File: config.mk
export PLATFORM = sky130hd
export DESIGN_NAME = bounded_stack_sorted_insert_top_flat
export DESIGN_NICKNAME = d
export VERILOG_FILES = /design/src/rtl/bssi_pkg.sv /design/src/rtl/bssi_if.sv /design/src/rtl/bssi_ctrl.sv /design/src/rtl/bssi_dp.sv /design/src/rtl/bounded_stack_sorted_insert_top.sv /design/src/flat_wrapper.sv
export SDC_FILE = /design/constraint.sdc
export NUM_CORES = 1
export LEC_CHECK = 0
export BUFFER_PORTS_ARGS = -buffer_cell sky130_fd_sc_hd__clkbuf_2
export CAP_MARGIN = 10
export CORE_UTILIZATION = 45
export CTS_CLUSTER_DIAMETER = 60
export CTS_CLUSTER_SIZE = 40
export DETAILED_ROUTE_END_ITERATION = 7
export PLACE_DENSITY = 0.66
export REMOVE_ABC_BUFFERS = 1
export SLEW_MARGIN = 10
export SYNTH_ARGS = -nofsm -noshare
export SYNTH_HDL_FRONTEND = slang
export SYNTH_SLANG_ARGS = --single-unit
export TNS_END_PERCENT = 20
File: constraint.sdc
create_clock -name clk -period 10.31 [get_ports clk]
set_input_delay 0.5155 -clock clk [delete_from_list [all_inputs] [get_ports clk]]
set_output_delay 0.5155 -clock clk [all_outputs]
set_load 0.01 [all_outputs]
File: src/rtl/bssi_pkg.sv
package bssi_pkg;

  // Operation codes carried by the input transaction
  typedef enum logic [1:0] {
    MODE_PUSH  = 2'd0,
    MODE_POP   = 2'd1,
    MODE_REV   = 2'd2,
    MODE_OPUSH = 2'd3
  } mode_t;

  // Result status codes
  typedef enum logic [1:0] {
    ST_DONE  = 2'd0,
    ST_FULL  = 2'd1,
    ST_EMPTY = 2'd2
  } status_t;

  localparam int OUT_W = 32;
  localparam int FILL_W = 5;
  localparam logic signed [OUT_W-1:0] POP_EMPTY_VAL = -32'sd999;

  // Commands from the controller to the datapath
  typedef struct packed {
    logic    latch_in;
    logic    set_status;
    status_t status_code;
    logic    push_wr;
    logic    pop_rd;
    logic    rev_init;
    logic    rev_rd;
    logic    rev_wi;
    logic    rev_wj;
    logic    op_init;
    logic    op_rd;
    logic    op_shift;
    logic    op_place;
    logic    out_load;
  } cmd_t;

  // Status from the datapath to the controller
  typedef struct packed {
    mode_t op;
    logic  is_empty;
    logic  is_full;
    logic  count_le1;
    logic  rev_more;
    logic  pos_zero;
    logic  less;
    logic  out_free;
  } sts_t;

endpackage

File: src/rtl/bssi_if.sv
interface bssi_in_if;
  logic               valid;
  logic               ready;
  logic [1:0]         mode;
  logic signed [31:0] value;

  modport source (output valid, output mode, output value, input ready);
  modport sink (input valid, input mode, input value, output ready);
endinterface

interface bssi_out_if;
  logic               valid;
  logic               ready;
  logic signed [31:0] popped_value;
  logic [1:0]         status;
  logic               is_empty;
  logic               is_full;
  logic [4:0]         fill_count;

  modport source (output valid, output popped_value, output status, output is_empty,
                  output is_full, output fill_count, input ready);
  modport sink (input valid, input popped_value, input status, input is_empty,
                input is_full, input fill_count, output ready);
endinterface

File: src/rtl/bssi_ctrl.sv
module bssi_ctrl (
  input  logic          clk,
  input  logic          rst_n,
  input  logic          in_valid,
  output logic          in_ready,
  input  bssi_pkg::sts_t sts,
  output bssi_pkg::cmd_t cmd
);
  import bssi_pkg::*;

  typedef enum logic [7:0] {
    S_IDLE   = 8'b0000_0001,
    S_DECODE = 8'b0000_0010,
    S_REV_RD = 8'b0000_0100,
    S_REV_WI = 8'b0000_1000,
    S_REV_WJ = 8'b0001_0000,
    S_OP_CHK = 8'b0010_0000,
    S_OP_CMP = 8'b0100_0000,
    S_FIN    = 8'b1000_0000
  } state_t;

  state_t state_r, state_nxt;

  assign in_ready = (state_r == S_IDLE);

  always_ff @(posedge clk) begin
    if (!rst_n) begin
      state_r <= S_IDLE;
    end else begin
      state_r <= state_nxt;
    end
  end

  always_comb begin
    state_nxt = state_r;
    cmd = '0;
    cmd.status_code = ST_DONE;
    unique case (state_r)
      S_IDLE: begin
        if (in_valid) begin
          cmd.latch_in = 1'b1;
          state_nxt = S_DECODE;
        end
      end
      S_DECODE: begin
        cmd.set_status = 1'b1;
        state_nxt = S_FIN;
        case (sts.op)
          MODE_PUSH: begin
            if (sts.is_full) cmd.status_code = ST_FULL;
            else cmd.push_wr = 1'b1;
          end
          MODE_POP: begin
            if (sts.is_empty) cmd.status_code = ST_EMPTY;
            else cmd.pop_rd = 1'b1;
          end
          MODE_REV: begin
            if (!sts.count_le1) begin
              cmd.rev_init = 1'b1;
              state_nxt = S_REV_RD;
            end
          end
          default: begin
            if (sts.is_full) begin
              cmd.status_code = ST_FULL;
            end else begin
              cmd.op_init = 1'b1;
              state_nxt = S_OP_CHK;
            end
          end
        endcase
      end
      S_REV_RD: begin
        cmd.rev_rd = 1'b1;
        state_nxt = S_REV_WI;
      end
      S_REV_WI: begin
        cmd.rev_wi = 1'b1;
        state_nxt = S_REV_WJ;
      end
      S_REV_WJ: begin
        cmd.rev_wj = 1'b1;
        state_nxt = sts.rev_more ? S_REV_RD : S_FIN;
      end
      S_OP_CHK: begin
        if (sts.pos_zero) begin
          cmd.op_place = 1'b1;
          state_nxt = S_FIN;
        end else begin
          cmd.op_rd = 1'b1;
          state_nxt = S_OP_CMP;
        end
      end
      S_OP_CMP: begin
        if (sts.less) begin
          cmd.op_shift = 1'b1;
          state_nxt = S_OP_CHK;
        end else begin
          cmd.op_place = 1'b1;
          state_nxt = S_FIN;
        end
      end
      S_FIN: begin
        if (sts.out_free) begin
          cmd.out_load = 1'b1;
          state_nxt = S_IDLE;
        end
      end
      default: state_nxt = S_IDLE;
    endcase
  end

endmodule

File: src/rtl/bssi_dp.sv
module bssi_dp #(
  parameter int DEPTH  = 16,
  parameter int DATA_W = 32
) (
  input  logic                clk,
  input  logic                rst_n,
  input  logic [1:0]          in_mode,
  input  logic signed [31:0]  in_value,
  input  bssi_pkg::cmd_t      cmd,
  output bssi_pkg::sts_t      sts,
  bssi_out_if.source          out_chan
);
  import bssi_pkg::*;

  localparam int AW = (DEPTH > 1) ? $clog2(DEPTH) : 1;
  localparam int CNT_W = $clog2(DEPTH + 1);

  logic [DATA_W-1:0] mem [DEPTH];

  logic [CNT_W-1:0]         count_r, count_nxt;
  mode_t                    op_r;
  logic signed [DATA_W-1:0] val_r;
  logic signed [DATA_W-1:0] rd_a_q, rd_b_q;
  logic [AW-1:0]            i_r, j_r, pos_r;
  status_t                  res_status_r;

  logic                     out_valid_r;
  logic signed [OUT_W-1:0]  out_pop_r;
  logic [1:0]               out_status_r;
  logic                     out_empty_r, out_full_r;
  logic [FILL_W-1:0]        out_fill_r;

  logic signed [63:0]       in_ext, rd_ext;
  logic [AW-1:0]            top_addr, top_m1;
  logic                     wr_en, rd_a_en;
  logic [AW-1:0]            wr_addr, rd_a_addr;
  logic [DATA_W-1:0]        wr_data;
  logic [AW:0]              i_inc, j_dec;
  logic [CNT_W+FILL_W-1:0]  cnt_ext;
  logic signed [OUT_W-1:0]  pop_val;
  logic                     full_w;

  // Wrap the input word to DATA_W bits, sign-extended
  assign in_ext = 64'(in_value);
  assign rd_ext = 64'(rd_a_q);

  assign top_addr = count_r[AW-1:0];
  assign top_m1 = top_addr - AW'(1);
  assign full_w = (count_r == CNT_W'(DEPTH));
  assign i_inc = {1'b0, i_r} + (AW+1)'(1);
  assign j_dec = {1'b0, j_r} - (AW+1)'(1);

  always_comb begin
    sts.op = op_r;
    sts.is_empty = (count_r == '0);
    sts.is_full = full_w;
    sts.count_le1 = (count_r <= CNT_W'(1));
    sts.rev_more = (i_inc < j_dec);
    sts.pos_zero = (pos_r == '0);
    sts.less = (val_r < rd_a_q);
    sts.out_free = !out_valid_r || out_chan.ready;
  end

  // Single write port
  always_comb begin
    wr_en = 1'b1;
    wr_addr = pos_r;
    wr_data = val_r;
    if (cmd.push_wr) begin
      wr_addr = top_addr;
    end else if (cmd.rev_wi) begin
      wr_addr = i_r;
      wr_data = rd_b_q;
    end else if (cmd.rev_wj) begin
      wr_addr = j_r;
      wr_data = rd_a_q;
    end else if (cmd.op_shift) begin
      wr_data = rd_a_q;
    end else if (!cmd.op_place) begin
      wr_en = 1'b0;
    end
  end

  // Read port A serves pop, reverse low side and the insert walk
  always_comb begin
    rd_a_en = cmd.pop_rd || cmd.rev_rd || cmd.op_rd;
    rd_a_addr = top_m1;
    if (cmd.rev_rd) rd_a_addr = i_r;
    else if (cmd.op_rd) rd_a_addr = pos_r - AW'(1);
  end

  always_ff @(posedge clk) begin
    if (wr_en) mem[wr_addr] <= wr_data;
    if (rd_a_en) rd_a_q <= mem[rd_a_addr];
    if (cmd.rev_rd) rd_b_q <= mem[j_r];
  end

  always_comb begin
    count_nxt = count_r;
    if (cmd.push_wr || cmd.op_place) count_nxt = count_r + CNT_W'(1);
    else if (cmd.pop_rd) count_nxt = count_r - CNT_W'(1);
  end

  always_ff @(posedge clk) begin
    if (!rst_n) begin
      count_r <= '0;
    end else begin
      count_r <= count_nxt;
    end
  end

  always_ff @(posedge clk) begin
    if (cmd.latch_in) begin
      op_r <= mode_t'(in_mode);
      val_r <= in_ext[DATA_W-1:0];
    end
    if (cmd.set_status) res_status_r <= cmd.status_code;
    if (cmd.rev_init) begin
      i_r <= '0;
      j_r <= top_m1;
    end else if (cmd.rev_wj) begin
      i_r <= i_inc[AW-1:0];
      j_r <= j_dec[AW-1:0];
    end
    if (cmd.op_init) pos_r <= top_addr;
    else if (cmd.op_shift) pos_r <= pos_r - AW'(1);
  end

  always_comb begin
    pop_val = '0;
    if (op_r == MODE_POP) begin
      pop_val = (res_status_r == ST_EMPTY) ? POP_EMPTY_VAL : rd_ext[OUT_W-1:0];
    end
  end

  assign cnt_ext = (CNT_W+FILL_W)'(count_r);

  // Result register
  always_ff @(posedge clk) begin
    if (!rst_n) begin
      out_valid_r <= 1'b0;
    end else if (cmd.out_load) begin
      out_valid_r <= 1'b1;
    end else if (out_chan.ready) begin
      out_valid_r <= 1'b0;
    end
  end

  always_ff @(posedge clk) begin
    if (cmd.out_load) begin
      out_pop_r <= pop_val;
      out_status_r <= res_status_r;
      out_empty_r <= (count_r == '0);
      out_full_r <= full_w;
      out_fill_r <= cnt_ext[FILL_W-1:0];
    end
  end

  assign out_chan.valid = out_valid_r;
  assign out_chan.popped_value = out_pop_r;
  assign out_chan.status = out_status_r;
  assign out_chan.is_empty = out_empty_r;
  assign out_chan.is_full = out_full_r;
  assign out_chan.fill_count = out_fill_r;

endmodule

File: src/rtl/bounded_stack_sorted_insert_top.sv
// Bounded stack of signed words with push, pop, reverse and ordered push.
// Input channel in_chan: valid/ready with mode and value; a transaction is
// taken when valid and ready are both high. Ready is high only while the
// block has no operation in progress, so one transaction is worked at a time.
// Output channel out_chan: one result transaction per input transaction,
// carrying popped_value, status, is_empty, is_full and fill_count.
// Controller steps from the accepting edge to result valid:
//   push, pop, any rejected operation, reverse of fewer than two entries:
//   decode, then finish; reverse: one read and two writes per swapped pair;
//   ordered push: one memory read and one write per walk step, the walk
//   ending at the bottom of the stack or on a compare.
// Ready returns in the same cycle as result valid.
// The entry memory has one write port and two registered read ports.
// Reset empties the stack at once; memory contents stay undefined and are
// never read before being written. The result sits in an output register:
// when the receiver stalls, the block still takes the next input but holds
// its new result until the register frees.
module bounded_stack_sorted_insert_top #(
  parameter int DEPTH  = 16,
  parameter int DATA_W = 32
) (
  input  logic        clk,
  input  logic        rst_n,
  bssi_in_if.sink     in_chan,
  bssi_out_if.source  out_chan
);
  import bssi_pkg::*;

  cmd_t cmd;
  sts_t sts;
  logic ready_w;

  // Controller: sequence each operation
  bssi_ctrl u_ctrl (
    .clk      (clk),
    .rst_n    (rst_n),
    .in_valid (in_chan.valid),
    .in_ready (ready_w),
    .sts      (sts),
    .cmd      (cmd)
  );

  assign in_chan.ready = ready_w;

  // Datapath: entry memory, pointers, result register
  bssi_dp #(
    .DEPTH  (DEPTH),
    .DATA_W (DATA_W)
  ) u_dp (
    .clk      (clk),
    .rst_n    (rst_n),
    .in_mode  (in_chan.mode),
    .in_value (in_chan.value),
    .cmd      (cmd),
    .sts      (sts),
    .out_chan (out_chan)
  );

endmodule

File: src/flat_wrapper.sv
// flat-port wrapper written by rule: the top's interface ports become plain ports
module bounded_stack_sorted_insert_top_flat import bssi_pkg::*;
#(
  parameter int DEPTH  = 16,
  parameter int DATA_W = 32
)
  (clk, rst_n, in_chan_valid, in_chan_mode, in_chan_value, in_chan_ready, out_chan_valid, out_chan_popped_value, out_chan_status, out_chan_is_empty, out_chan_is_full, out_chan_fill_count, out_chan_ready);
  bssi_in_if in_chan_i ();
  bssi_out_if out_chan_i ();
  input  logic clk;
  input  logic rst_n;
  input wire logic [$bits(in_chan_i.valid)-1:0] in_chan_valid;
  input wire logic [$bits(in_chan_i.mode)-1:0] in_chan_mode;
  input wire logic [$bits(in_chan_i.value)-1:0] in_chan_value;
  output wire logic [$bits(in_chan_i.ready)-1:0] in_chan_ready;
  output wire logic [$bits(out_chan_i.valid)-1:0] out_chan_valid;
  output wire logic [$bits(out_chan_i.popped_value)-1:0] out_chan_popped_value;
  output wire logic [$bits(out_chan_i.status)-1:0] out_chan_status;
  output wire logic [$bits(out_chan_i.is_empty)-1:0] out_chan_is_empty;
  output wire logic [$bits(out_chan_i.is_full)-1:0] out_chan_is_full;
  output wire logic [$bits(out_chan_i.fill_count)-1:0] out_chan_fill_count;
  input wire logic [$bits(out_chan_i.ready)-1:0] out_chan_ready;
  assign in_chan_i.valid = in_chan_valid;
  assign in_chan_i.mode = in_chan_mode;
  assign in_chan_i.value = in_chan_value;
  assign in_chan_ready = in_chan_i.ready;
  assign out_chan_valid = out_chan_i.valid;
  assign out_chan_popped_value = out_chan_i.popped_value;
  assign out_chan_status = out_chan_i.status;
  assign out_chan_is_empty = out_chan_i.is_empty;
  assign out_chan_is_full = out_chan_i.is_full;
  assign out_chan_fill_count = out_chan_i.fill_count;
  assign out_chan_i.ready = out_chan_ready;
  bounded_stack_sorted_insert_top #(.DEPTH(DEPTH), .DATA_W(DATA_W)) u_core (.clk(clk), .rst_n(rst_n), .in_chan(in_chan_i), .out_chan(out_chan_i));
endmodule
==> impl_metrics.ini, run 1 <==
[sta]
worstMarginPinSlew_ns = 1.269
max_freq_mhz = 207.2
drv_slew = 0
finalSetupViolCount = 0
skew_ns = 0.04897
hold_viol_final = 0
finalCriticalPeriod_ns = 4.826
whs_ns = 0.05538
post-route-period-util_pct = 46.81
relSlewSlack_pct = 14.60
grt_setup_unrepaired = false

[global_routing]
grt_overflow = 0
grt_use_total_pct = 26.16
grt_max_degree = 223
antenna_found_initial = 0
grt_pass1_wl_um = 138400
grt_pass1_vias = 21800

[synth]
synth_seq_cells = 679
synthCells = 2467
async_reset_ff_share_pct = 0
yosysWarnings = 0
avgSynthCellArea_sq_um = 12.96
synth_area_sq_um = 31970
synth-seq-area-share_pct = 63.21
synth_ff_type = edfxtp_1
ys_types = 64
synth_enable_flop_cells = 661

[clock_tree]
cts_hold_buf = 0
post_cts_resize_count = 0
cts.clk_slew.worst_paths_ns = 0.10
numCtsBuffers = 44
tritoncts = built
cts_setup_buffers = 0
cts_sinks = 679
clockBufferDepth = 3
htreeDepth = 2
root_buffer = clkbuf_16
clkLatencyLatePin_ns = 0.63

[routing]
post_drt_wl_per_cell_um = 27.38
drc = 0
wl_met1_um = 35940
route.met3.wl_um = 9122
dr_total_vias = 22090
dr.pass1.iters = 5
viasPerCell = 6.414
postRouteWirelength_um = 94280
ant_nets = 0
maxUsedRoutingLayer = met4
drt_iter0_markers = 2676
dr_wl_met2_um = 45280

[layout]
fin_nets = 2553
final_common_cell = edfxtp_1
final_layout_size_suffix_gt1_share_pct = 13.50
antenna_cells = 0
post-route-cell-area_sq_um = 35080
final_cell_mix = 661 x edfxtp_1, 415 x nand2_1, 205 x mux2i_1, 185 x a21oi_1, 147 x nand3_1
area_growth_pct = 9.741
num-fill-cells = 6002

[power]
p_per_area_nw_per_um2 = 147.8
p_sw_mw = 1.204
p_seq_share_pct = 58.8
leakage_nw = 12.70
pwr-share-clk_pct = 38.5
swShare_pct = 23.22
internal_power_mw = 3.983
ir_drop_mv = 0.1236
combPwrFrac_pct = 2.7

[worst_hold_path]
min_path_type = input pin to flop

[placement]
hpwl_um = 49880
dpl-instance-area_sq_um = 33450
numPortBuffers = 80
gp_congestion = 0.8516

[setup_path]
cp_max_fo = 18
crit_type = flop to flop
crit_required_ns = 10.62
ff2ff_path_depth = 12
cp_common_cell = buf_4
rr_endpoint = u_core.u_dp.mem[3][31]$_DFFE_PP_
path_cells = inv_1, ha_1, a21o_1, a2111oi_0, nand3b_1, o21ai_0, a21boi_1, mux2i_1, buf_4, nand2_1, buf_4, o221a_2
cp_slowest_cell = a2111oi_0
worst_ep_arrival_time_ns = 5.14
end_kind = flop
cp-start-kind = flop
slowest_delay_ns = 0.91
crit_path_end = u_core.u_dp.mem[3][31]$_DFFE_PP_
startpoint = u_core.u_dp.rd_a_q[5]$_DFFE_PP_
timing.rr.start = u_core.u_dp.rd_a_q[5]$_DFFE_PP_
reg2reg_slack_ns = 5.48

[floorplan]
start_util_pct = 45.57
pin_count = 81
dieArea_sq_um = 72120
dieHeight_um = 268.5
num_rows = 97
die_w_um = 268.5
core_sq_um = 70150

[run_status]
outcome = finished clean

[flow_run]
cap_violations = 0
==> area by class of cell <==
cell class	count	area, sq um	area share, %
clock buffers	48	1159	3.302
clock inverters	33	476.7	1.359
inverters	46	172.7	0.4921
multi-input cells	1574	11140	31.74
flip-flops and latches	679	20210	57.60
well taps	940	1176	3.352
repair buffers	124	755.7	2.154
==> critical path: cells and delay by family (launching register included) <==
family	cells	cell delay, ns
muxes	1	0.22
adders and majority gates	1	0.23
buffers and inverters	3	0.73
and+or+nand+nor	2	0.70
AOI/OAI and AO/OA	5	2.16
DFF	1	0.43
==> logic make-up (layout without fill, tap and decap cells) <==
group | Yosys count | count (layout) | share of synthesized area (%)
simple gates | 755 | 755 | 10.45
xor+xnor | 10 | 10 | 0.2739
compound gates | 489 | 489 | 10.45
buf+inv | 214 | 251 | 2.720
flops | 679 | 679 | 63.21
fa+ha+maj | 46 | 46 | 1.800
mux | 274 | 274 | 11.10
==> routing by layer <==
layer | track usage (%) | vias up
li1 | - | 9462
met1 | 34.17 | 11070
met2 | 43.72 | 1327
met3 | 3.954 | 235
met4 | 10.67 | 0
met5 | 0 | -
==> per-stage QoR <==
stage / worst slack (ns) / setup TNS, ns / power [mW] / instances / util (%)
3_3_place_gp: 5.785 / 0 / 3.242 / 3363 / 47.68
4_1_cts: 5.609 / 0 / 5.207 / 3444 / 50.01
6_report: 5.484 / 0 / 5.187 / 3444 / 50.01
2_1_floorplan: -2.105 / -67.31 / 3.195 / 2299 / -
3_5_place_dp: 5.605 / 0 / 3.248 / 3363 / 47.68
5_1_grt: 5.472 / 0 / 5.316 / 3444 / 50.01
==> power by group through the flow <==
stage	Sequential, mW	Clock, mW	Combinational [mW]
2_1_floorplan	3.11	0	0.0897
3_3_place_gp	3.11	0	0.132
3_5_place_dp	3.11	0	0.137
4_1_cts	3.05	2.02	0.138
5_1_grt	3.05	2.12	0.152
6_report	3.05	2.00	0.140
==> cells in the mapped netlist (all sizes together), types with 38 or more instances <==
cell | number | share of area [%]
clkbuf | 100 | 1.2
nand3 | 147 | 2.3
mux4 | 64 | 4.5
inv | 46 | 0.54
nor2 | 83 | 0.97
mux2i | 206 | 6.4
edfxtp | 661 | 62
nand2 | 416 | 4.9
buf | 68 | 1.0
ha | 46 | 1.8
a31oi | 38 | 0.74
nand2b | 40 | 0.78
a221oi | 65 | 1.8
a21oi | 186 | 2.9
o21ai | 45 | 0.70
==> flip-flops by register name, summed over array words and instances (netlist names) <==
| signal | count |
|---|---|
| u_core.u_dp.op_r | 2 |
| u_core.u_ctrl.state_r | 8 |
| u_core.u_dp.i_r | 4 |
| u_core.u_dp.out_chan.is_empty | 1 |
| u_core.u_dp.mem | 512 |
| u_core.u_dp.pos_r | 4 |
| u_core.u_dp.res_status_r | 2 |
| u_core.u_dp.j_r | 4 |
| u_core.u_dp.count_r | 5 |
| u_core.u_dp.val_r | 32 |
| u_core.u_dp.out_chan.popped_value | 32 |
| u_core.u_dp.rd_b_q | 32 |
| u_core.u_dp.out_chan.status | 2 |
| u_core.u_dp.out_chan.is_full | 1 |
| u_core.u_dp.out_chan.fill_count | 5 |
| u_core.u_dp.rd_a_q | 32 |
| u_core.u_dp.out_chan.valid | 1 |
==> worst min-delay path by stage <==
stage | startpoint | endpoint | cells past startpoint
final | in_chan_value[16] | u_core.u_dp.val_r[16]$_DFFE_PP_ | 1
after CTS | in_chan_value[16] | u_core.u_dp.val_r[16]$_DFFE_PP_ | 1
after global routing | in_chan_value[16] | u_core.u_dp.val_r[16]$_DFFE_PP_ | 1
after detailed placement | u_core.u_dp.res_status_r[0]$_SDFFCE_PN0P_ | u_core.u_dp.out_chan.status[0]$_DFFE_PP_ | 0
after global placement | u_core.u_dp.res_status_r[0]$_SDFFCE_PN0P_ | u_core.u_dp.out_chan.status[0]$_DFFE_PP_ | 0
after floorplan | u_core.u_dp.res_status_r[0]$_SDFFCE_PN0P_ | u_core.u_dp.out_chan.status[0]$_DFFE_PP_ | 0
(Power assumes the default switching activity.)
==> run 2: changes to the inputs <==
Settings changed: ABC_AREA from default to 1, PLACE_DENSITY 0.66 to 0.68.
Clock period 10.31 ns to 4.06 ns, I/O delays scaled along.
==> impl_metrics.ini, run 2 <==
[setup_path]
cp_common_cell = nand2_1
path_cells = inv_1, ha_1, a21oi_1, o21ai_0, buf_4, nor2_1, nand2_1, nand2_1, nand2_1, nand2_1, nand3_1, nand2_2, buf_12, o21ai_0, o21ai_1
timing.rr.start = u_core.u_dp.rd_a_q[15]$_DFFE_PP_
crit_required_ns = 4.33
slowest_delay_ns = 0.85
worst_ep_arrival_time_ns = 4.11
critical-path-top-delay-family = compound AO/OA/AOI/OAI gates
cp-start-kind = flop
end_kind = flop
startpoint = u_core.u_dp.rd_a_q[15]$_DFFE_PP_
crit_buf_inv = 3
cp_max_fo = 40
cp_slowest_cell = o21ai_1
crit_type = flop to flop

[sta]
grt_setup_unrepaired = false
finalCriticalPeriod_ns = 3.840
finalSetupTns_ns = 0
skew_ns = 0.03740
max_freq_mhz = 260.4
post-route-period-util_pct = 94.59
drv_slew = 0
hold_viol_final = 0
finalSetupViolCount = 0
worstMarginPinSlew_ns = 1.134
relSlewSlack_pct = 23.88

[run_status]
violations = DRC
outcome = complete, but fails checks

[layout]
regMostFlops = u_core.u_dp.mem
final_layout_size_suffix_gt1_share_pct = 9.538
final_util_pct = 51.05
area_growth_pct = 12.09
stdcell_count = 4377
largest_reg_flops = 512
fin_nets = 3463
final_cell_mix = 662 x nand2_1, 661 x edfxtp_1, 384 x inv_1, 339 x o21ai_0, 273 x a21oi_1
antenna_cells = 0
final_common_cell = nand2_1

[power]
swShare_pct = 24.30
p_per_area_nw_per_um2 = 371.8
combPwrFrac_pct = 5.1
p_sw_mw = 3.372
internal_power_mw = 10.50
ir_drop_mv = 0.2930
p_seq_share_pct = 56.1
leakage_nw = 14.49
pwr-share-clk_pct = 38.8
p_total_mw = 13.87

[floorplan]
dieArea_sq_um = 75060
start_util_pct = 45.54
core_sq_um = 73080
dieHeight_um = 274.0
num_rows = 99
die_w_um = 274.0
pin_count = 81

[synth]
synth.top_cells.by_count = 663 x nand2_1, 661 x edfxtp_1, 391 x inv_1
synth_seq_cells = 679
synth-seq-area-share_pct = 60.72
synth_ff_type = edfxtp_1
synth_area_sq_um = 33280
synth_enable_flop_cells = 661
synthCells = 3334
yosysWarnings = 0
async_reset_ff_share_pct = 0
avgSynthCellArea_sq_um = 9.983
netlist.top_cell.by_area = edfxtp_1
ys_types = 44
synth.most_common_cell = nand2_1
synthTopCellsByArea = edfxtp_1 60%, nand2_1 7.5%, o21ai_0 5.1%, o211ai_1 4.8%, inv_1 4.4%
synth_top_cell_area_share_pct = 59.63

[clock_tree]
clockBufferDepth = 3
htreeDepth = 2
cts_sinks = 679
cts_setup_buffers = 0
root_buffer = clkbuf_16
clkLatencyLatePin_ns = 0.63
tritoncts = built
numCtsBuffers = 48
cts.clk_slew.worst_paths_ns = 0.09

[routing]
drt_iter0_markers = 3429
viasPerCell = 5.998
postRouteWirelength_um = 104100
ant_nets = 0
post_drt_wl_per_cell_um = 23.78
dr_total_vias = 26250
drc = 18
dr.pass1.iters = 8

[flow_run]
cap_violations = 0

[placement]
hpwl_um = 58780
dp_cells = 4249
gp_congestion = 0.9081
numPortBuffers = 80

[global_routing]
grt_pass1_vias = 24360
grt_overflow = 0
grt_pass1_wl_um = 154400
grt_use_total_pct = 27.70
grt_max_degree = 172
antenna_found_initial = 4

[worst_hold_path]
min_path_type = input pin to flop
min_from = in_chan_value[8]
==> run 2: cell types whose count changed after synthesis, sizes merged, moves of 64 or more <==
cell    previous run  this run
a221oi            65         0
mux4              64         0
a21oi            186       273
o21ai             45       364
nand3            147       257
mux2i            206         2
inv               46       395
nand2            416       663
o211ai             3       212
==> run 2: timing repair <==
action | 4_1_cts | 5_1_grt
hold endpoints to repair | 43 | 0
setup endpoints to repair | 0 | 60
resized for setup | 0 | 5
hold buffers | 38 | 0
==> run 2: final cells by class <==
class	count	area, sq um
Sequential cell	679	20210
Multi-Input combinational cell	2033	10680
Clock buffer	49	1226
Tap cell	959	1200
Fill cell	6427	35770
Inverter	399	1508
Clock inverter	40	524.3
Timing Repair Buffer	218	1957
==> run 2: cell families (layout without fill, tap and decap cells) <==
group	after synthesis	in the layout	synth area share (%)
flops	679	679	60.72
simple gates	1066	1066	13.35
mux	2	2	0.06015
xor+xnor	11	11	0.2895
fa+ha+maj	46	46	1.729
buf+inv	622	706	7.823
compound gates	908	908	16.03
==> run 2: worst paths after layout <==
check,cells after the start,end,slack [ns]
min,2,u_core.u_dp.val_r[8]$_DFFE_PP_,0.30
min reg2reg,0,u_core.u_dp.out_chan.status[1]$_DFFE_PP_,0.47
max reg2reg,15,u_core.u_dp.mem[5][16]$_DFFE_PP_,0.22
max,15,u_core.u_dp.mem[5][16]$_DFFE_PP_,0.22
==> run 2: power by group through the flow <==
| stage | Clock [mW] | Combinational, mW | Sequential, mW |
|---|---|---|---|
| after floorplan | 0 | 0.373 | 7.94 |
| after global placement | 0 | 0.650 | 7.94 |
| after detailed placement | 0 | 0.652 | 7.94 |
| after CTS | 5.43 | 0.686 | 7.78 |
| after global routing | 5.69 | 0.755 | 7.79 |
| final | 5.38 | 0.704 | 7.79 |
==> run 2: metrics by stage <==
stage	hold WS [ns]	worst slack [ns]	instance area (sq um)
after CTS	0.2729	0.1447	37280
final	0.2957	0.2196	37310
after detailed placement	0.3827	0.1712	35150
after global routing	0.2863	0.0008842	37310
after floorplan	0.2876	-8.683	32180
after global placement	0.3855	0.2006	35150
==> run 2: layer usage <==
layer | global-route usage, % | share of wire (%) | vias up
met5 | 0 | 0.012 | -
met4 | 9.942 | 3.7 | 2
met3 | 4.545 | 12 | 261
met2 | 42.62 | 45 | 1757
met1 | 39.56 | 39 | 12410
li1 | - | - | 11820
